--- config.mk ---
export PLATFORM = sky130hd
export DESIGN_NAME = nrcp_index_wrap
export DESIGN_NICKNAME = d
export VERILOG_FILES = /design/src/design/nrcp_pkg.sv /design/src/design/nrcp_index_wrap.sv
export SDC_FILE = /design/constraint.sdc
export NUM_CORES = 1
export LEC_CHECK = 0
export CORE_AREA = 8 8 45 47
export DETAILED_ROUTE_END_ITERATION = 10
export DIE_AREA = 0 0 53 55
export DONT_BUFFER_PORTS = 1
export SLEW_MARGIN = 15
export SYNTH_ARGS = -nofsm -noshare
export SYNTH_HDL_FRONTEND = slang
export SYNTH_SLANG_ARGS = --single-unit
--- constraint.sdc ---
create_clock -name i_clk -period 0.8 [get_ports i_clk]
set_clock_uncertainty 0.2 [all_clocks]
set_input_delay 0.04 -clock i_clk [delete_from_list [all_inputs] [get_ports i_clk]]
set_output_delay 0.04 -clock i_clk [all_outputs]
set_load 0.05 [all_outputs]
--- src/design/nrcp_pkg.sv ---
// Shared types and constants for the nested region cycle profiler.
// No dependencies; imported by every other source file of the project.

package nrcp_pkg;

    localparam int ANCHOR_IDX_W = 12;
    localparam int CYCLE_W      = 64;

    typedef enum logic [1:0] {
        CMD_ENTER = 2'd0,
        CMD_EXIT  = 2'd1,
        CMD_READ  = 2'd2
    } t_cmd;

    typedef enum logic [1:0] {
        ST_DONE  = 2'd0,
        ST_FULL  = 2'd1,
        ST_EMPTY = 2'd2
    } t_status;

    typedef enum logic [2:0] {
        S_CLEAR,
        S_IDLE,
        S_IDX,
        S_EXEC,
        S_EXIT2
    } t_state;

    typedef struct packed {
        t_cmd                    command;
        logic [ANCHOR_IDX_W-1:0] anchor_index;
        logic [CYCLE_W-1:0]      timestamp;
    } t_in_item;

    typedef struct packed {
        t_status            status;
        logic [CYCLE_W-1:0] inclusive_cycles;
        logic [CYCLE_W-1:0] children_cycles;
        logic [CYCLE_W-1:0] root_cycles;
        logic [CYCLE_W-1:0] self_cycles;
        logic [CYCLE_W-1:0] hit_count;
    } t_out_item;

    // One anchor table word.
    typedef struct packed {
        logic [CYCLE_W-1:0] inclusive;
        logic [CYCLE_W-1:0] children;
        logic [CYCLE_W-1:0] root;
        logic [CYCLE_W-1:0] hits;
    } t_anchor;

endpackage

--- src/design/nrcp_index_wrap.sv ---
// Reduces the 12-bit anchor index modulo ANCHOR_COUNT behind one register stage.
// Depends on nrcp_pkg.

module nrcp_index_wrap
    import nrcp_pkg::*;
#(
    parameter int ANCHOR_COUNT = 4096
) (
    input  logic                            i_clk,
    input  logic                            i_load,
    input  logic [ANCHOR_IDX_W-1:0]         i_raw,
    output logic [$clog2(ANCHOR_COUNT)-1:0] o_index
);

    localparam int AW    = $clog2(ANCHOR_COUNT);
    // Reciprocal exact for every 12-bit dividend.
    localparam int SHIFT = ANCHOR_IDX_W + AW;
    localparam int RECIP = (2 ** SHIFT + ANCHOR_COUNT - 1) / ANCHOR_COUNT;

    logic [ANCHOR_IDX_W-1:0] r_raw;
    logic [ANCHOR_IDX_W-1:0] r_quot;
    logic [31:0]             prod;
    logic [31:0]             rem;

    assign prod = 32'(i_raw) * 32'(RECIP);

    always_ff @(posedge i_clk) begin
        if (i_load) begin
            r_raw  <= i_raw;
            r_quot <= ANCHOR_IDX_W'(prod >> SHIFT);
        end
    end

    assign rem     = 32'(r_raw) - 32'(r_quot) * 32'(ANCHOR_COUNT);
    assign o_index = AW'(rem);

endmodule

After elaboration in Yosys (flattened, before gate mapping)

Index checks and enable logic that the tools add are counted.

Output and inout bits: 12
Word-level logic and storage cells: 1
Input port bits: 14
Register bits after elaboration: 12

Logic depth before layout (Yosys ltp)

Gate-level depths: netlist (run 1).

Depth in word-level cells: 0
Gate-level depth with buffers: 0
Mapped depth without buffers: 0

Worst setup path before layout (run 1)

OpenSTA, ideal clock, no wires.

Kind: reg-to-output
From: reg r_raw[0]
To: out o_index[0]
Data arrival time: 601 ps
Required time: 560 ps
Buffers on the path: 0
Setup slack: -41 ps
Stages on the path, launching flop included: 1
Path through: edfxtp_1

RTL lines:

| item                   | RTL line              | text |
|---|---|---|
| from (decl)            | nrcp_index_wrap.sv:20 | `logic [ANCHOR_IDX_W-1:0] r_raw;` |
| from (signal assigned) | nrcp_index_wrap.sv:29 | `r_raw <= i_raw;` |
| to (decl)              | nrcp_index_wrap.sv:12 | `output logic [$clog2(ANCHOR_COUNT)-1:0] o_index` |

No word-level cell between the ends.

Final worst setup path (run 1)

From: reg r_raw[1]
To: out o_index[1]

No word-level cell between the ends.

==> results of run 1 <==
[cell type report]
type,instances,share of cell area
timing repair buffer,24,0.472
tap,16,0.0262
clock buffer,3,0.0295
sequential,12,0.472
[per-layer routing]
metal  vias up  share of wire  global-route usage
li1        104              -                   -
met1       102           0.32              0.0488
met2        13           0.55              0.0898
met3         2          0.091              0.0267
met4         0          0.030              0.0905
met5         -              0                   0
[worst min-delay path by stage]
stage                        start         to  depth (start not counted)
after floorplan           i_raw[0]   r_raw[0]                          0
final                       i_load  r_raw[10]                          0
after CTS                   i_load   r_raw[0]                          0
after detailed placement  i_raw[0]   r_raw[0]                          0
after global placement    i_raw[5]   r_raw[5]                          0
after global routing        i_load   r_raw[9]                          0
[synth_stat cells]
| cell type | number |
|---|---|
| edfxtp_1 | 12 |
[cells by family after synthesis]
group / after synthesis
flops: 12
[cell usage in the layout (no fill, tap or decap)]
cell type / count
edfxtp_1: 12
dlygate4sd3_1: 12
buf_12: 12
clkbuf_4: 3
[report_power, final]
| part | internal, µW | total [µW] | switching [µW] |
|---|---|---|---|
| combinational | 214 | 411 | 197 |
| clock | 173 | 328 | 155 |
| sequential | 751 | 789 | 38.0 |
[through the flow]
| step | cell area (µm²) | worst slack [ns] | utilization | TNS (ns) | total power (µW) |
|---|---|---|---|---|---|
| floorplan | 360 | -0.0406 | - | -0.487 | 949 |
| global placement | 621 | -0.00590 | 0.448 | -0.00615 | 1170 |
| detailed placement | 621 | -0.0225 | 0.448 | -0.0692 | 1170 |
| CTS | 763 | -0.308 | 0.552 | -3.50 | 1550 |
| global route | 763 | -0.328 | 0.552 | -3.75 | 1590 |
| finish | 763 | -0.299 | 0.552 | -3.33 | 1530 |
[repair_timing]
item                       CTS  global route
setup endpoints to repair   12            12
hold endpoints to repair    24            12
setup buffers                0             0
pin swaps                    0             0
cloned                       0             0
resized for setup            0             0
==> metrics.md, run 1 <==
| Metric | Value |
|---|---|
| Max-cap violations | 0 |
| Status | finished with violations |
| Die Height | 55 µm |
| Io pins | 26 |
| #FFs+latches synth | 12 |
| Worst path top cell family by delay | flip-flops |
| Worst stage delay on the critical path | 0.43 ns |
| Crit path DAT | approximately 0.86 ns |
| Area leader, netlist | edfxtp_1 |
| Post-synthesis mux area share | 0 |
| Vias per cell | 4.02 |
| # diodes | 0 |
| Final count of negative-setup-slack endpoints | 12 |
| Largest fanout on the critical path | 1 |
| Drt pass-1 iters | 4 |
| Initial antenna violation count | 0 |
| CTS Buf Count | 3 |
| Largest registers | r_raw (12) |
| Adder-cell share of the synthesized area | 0 |
| Post-Syn Area | ~360 µm² |
| CP Depth | 1 |
| Wire length per cell | 13.5 µm |
| Critical path's slowest cell | edfxtp_1 |
| # DRC | 0 |
| CTS H-tree depth | 1 |
| CP endpoint kind | primary output |
| CTS tree | done |
| Max reg flops | 12 |
| Tightest Pin Transition | 0.134 ns |
| Worst Setup SP | r_raw[1] |
| Min-Delay Path Class | in -> reg |
| Register area | 360 µm² |
| RSZ-0062 raised after global routing | yes |
| Die area | approximately 2900 µm² |
| GP Congestion | between 0.5 and 0.6 |
| Grt ovf | 0 |
| Root Buffer | clkbuf_4 |
| Top-area cell type share of the netlist area | 1.00 |
| Hold_ws | -0.307 ns |
| Synth warnings | 0 |
| Max Fclk | 910 MHz |
| Cell Chain, Critical Path | buf_12 |
| Inst Count DP | 40 |
| Setup CP Type | reg -> out |
| Setup slack after layout | -0.299 ns |
| Failing checks | negative hold slack, negative setup slack |
| Seq/Total Area, Yosys | 1.00 |
| Largest net degree at the start of global routing | 13 |
| Placement Rows | 14 |
| Nets@finish | 55 |
| Initial DRC count | 2 |
| CP startpoint kind | register |
| Gr usage total | 0.0598 |
| Fill count | 104 |
| Area of the multi-input gates | 0 µm² |
| First-pass GRT wire length | roughly 1100 µm |
| Slew Limit Headroom | 0.911 |
| Number of port buffers | 0 |
| Worst path bufs/invs | 1 |
| Clock period minus worst slack | around 1.1 ns |
| Crit path to | o_index[1] |
| Final hold vios | 12 |
| Reg clk slew, reported paths | 0.06 ns |
| Layout cells sized above 1 | 0.385 |
| Starting Density | 0.260 |
| Hold Buf Count CTS | 12 |
| Syn Area/Cell | around 30 µm² |
| Syn_nets | 26 |
| Area grow syn2layout | 112% |
| PD cells | approximately 2000 nW/µm² |
| Synth area leaders | edfxtp_1 100% |
| Mapped Cells | 12 |
| Synth Area in Simple Gates | 0 |
| Peak VDD IR | between 1000 and 1500 µV |
| Drt total wl | 745 µm |
| Die W | 53 µm |
| Worst Path Required | approximately 0.56 ns |
| Multi-input gates | 0 |
| Core area | 1380 µm² |
| Vias after detailed routing | 221 |
| Vias in the first global route | roughly 250 |
| Pleak | slightly below 0.0003 µW |
| Bufs on Longest Clock Path | 2 |
| CTS sink cnt | 12 |
| Non-filler cells, final | 55 |
| Post-Synth XOR/XNOR Area | 0 |
| Largest Register | r_raw |
| Final period util | 1.37 |
| Slew Limit Fails | 0 |
| Synth unique cells | 1 |
| Detail Route Antenna Nets | 0 |
| Compound-Gate Fraction of Synth Area | 0 |
No activity file was read; power rests on OpenSTA's default activity.
==> run 2: changes to the inputs <==
--- a/config.mk
+++ b/config.mk
@@ -9,6 +9,7 @@
 export DETAILED_ROUTE_END_ITERATION = 10
 export DIE_AREA = 0 0 53 55
 export DONT_BUFFER_PORTS = 1
+export PLACE_DENSITY = 0.47
 export SLEW_MARGIN = 15
 export SYNTH_ARGS = -nofsm -noshare
 export SYNTH_HDL_FRONTEND = slang
==> constraint.sdc (replaced) <==
create_clock -name i_clk -period 1 [get_ports i_clk]
set_clock_uncertainty 0.2 [all_clocks]
set_input_delay 0.05 -clock i_clk [delete_from_list [all_inputs] [get_ports i_clk]]
set_output_delay 0.05 -clock i_clk [all_outputs]
set_load 0.05 [all_outputs]
==> run 2 against run 1 <==
The flow still finishes with violations (negative hold slack, negative setup slack); critical path depth unchanged; wire length grew 6.4%; setup slack improved by 0.18 ns; final area increased by 0.49%; first-iteration DRC count is 100% lower; utilization rose by 0.27 points; final cell count is 1.8% higher; sequential power shrank 20%; sequential cell count did not move; non-clock buffer count stayed put; clock power fell by 11%; critical path type unchanged; critical endpoint is now o_index[5].
==> metrics.md, run 2 (synthesized netlist as in run 1, its figures left out) <==
| Metric | Value |
|---|---|
| Status | finished with violations |
| Failing checks | negative hold slack, negative setup slack |
| Pleak | 0.000296 µW |
| Hold Buf Count CTS | 12 |
| Peak VDD IR | approximately 1000 µV |
| Wire length per cell | around 14 µm |
| Final count of negative-setup-slack endpoints | 12 |
| Io pins | 26 |
| Vias per cell | roughly 4 |
| Worst Path Required | roughly 0.75 ns |
| GP Congestion | 0.597 |
| CP startpoint kind | register |
| Drt pass-1 iters | 1 |
| Die W | between 50 and 60 µm |
| Crit path DAT | 0.87 ns |
| Commonest cells after routing, fill and taps aside | 12 x dlygate4sd3_1, 12 x buf_12, 12 x edfxtp_1 |
| Bufs on Longest Clock Path | 2 |
| Final hold vios | 12 |
| Drt total wl | 793 µm |
| Nets@finish | between 50 and 60 |
| Reg clk slew, reported paths | about 0.070 ns |
| Core area | around 1400 µm² |
| CTS Buf Count | 3 |
| Area of the multi-input gates | 0 µm² |
| Critical path's slowest cell | edfxtp_1 |
| Largest Register | r_raw |
| # diodes | 0 |
| # DRC | 0 |
| Die Height | around 55 µm |
| Max reg flops | 12 |
| Post-CTS sizing | 0 |
| Gr usage total | 0.0641 |
| Initial DRC count | 0 |
| Tightest Pin Transition | around 0.13 ns |
| CP Depth | 1 |
| Slew Limit Fails | 0 |
| Vias in the first global route | ~250 |
| Worst path top cell family by delay | flip-flops |
| RSZ-0062 raised after global routing | yes |
| Initial antenna violation count | 0 |
| Layout cells sized above 1 | 0.375 |
| Final period util | 1.12 |
| Placement Rows | 14 |
| CTS sink cnt | 12 |
| Non-filler cells, final | 56 |
| Setup CP Type | reg -> out |
| Vias after detailed routing | roughly 220 |
| Inst Count DP | 40 |
| Largest fanout on the critical path | 1 |
| Number of port buffers | 0 |
| Starting Density | 0.260 |
| Setup slack after layout | -0.115 ns |
| Pwr Total | 1250 µW |
| Final core utilization | 0.554 |
| CTS H-tree depth | 1 |
| Worst Hold Depth | 0 |
| Max Fclk | ~900 MHz |
| Min-Delay Path Class | in -> reg |
| Largest registers | r_raw (12) |
| CP endpoint kind | primary output |
| Setup repair bufs after CTS | 0 |
| Hold_ws | -0.311 ns |
| Clock period minus worst slack | 1.12 ns |
| Slew Limit Headroom | 0.917 |
| Worst stage delay on the critical path | 0.43 ns |
| Cell Chain, Critical Path | buf_12 |
| PD cells | 1630 nW/µm² |
| Detail Route Antenna Nets | 0 |
| Area grow syn2layout | 113% |
| CTS tree | done |
| Root Buffer | clkbuf_4 |
| Worst path bufs/invs | 1 |
| Max-cap violations | 0 |
| Multi-input gates | 0 |
| Grt ovf | 0 |
| Largest net degree at the start of global routing | 13 |
| First-pass GRT wire length | about 1200 µm |
| Die area | approximately 3000 µm² |
run 2: cell count changes in the layout (fill, tap and decap cells not counted), sizes merged:
cell	previous run	this run
clkinv	0	1
run 2: per-layer routing:
metal  global-route usage  vias up  routed length (µm)
met2               0.0859       17                 358
met3               0.0535        4                 139
li1                     -      105                   -
met1               0.0533       97                 265
met5                    0        -                   0
met4               0.0776        0                  31
run 2: stage by stage:
stage | setup WS, ns | cell area (µm²) | hold slack [ns] | TNS, ns
detailed placement | 0.168 | 621 | -0.0511 | 0
global placement | 0.181 | 621 | -0.0510 | 0
floorplan | 0.149 | 360 | -0.0511 | 0
CTS | -0.141 | 767 | -0.326 | -1.48
finish | -0.115 | 767 | -0.311 | -1.24
global route | -0.166 | 767 | -0.343 | -1.78
run 2: layout make-up:
cell class / count / area (µm²)
tap: 16 / 20.0
timing repair buffer: 24 / 360
clock inverter: 1 / 3.75
fill: 110 / 617
clock buffer: 3 / 22.5
sequential: 12 / 360
run 2: power breakdown:
group          internal, µW  leakage (µW)  switching (µW)  total [µW]
logic                   171      0.000163             157         328
registers               600      0.000117            30.9         631
clock network           144     0.0000154             149         293
total                   915      0.000296             336        1250
run 2: path summary, 6_finish.rpt:
path              slack, ns  startpoint          to
setup / recovery      -0.12    r_raw[5]  o_index[5]
hold / removal        -0.31      i_load    r_raw[0]
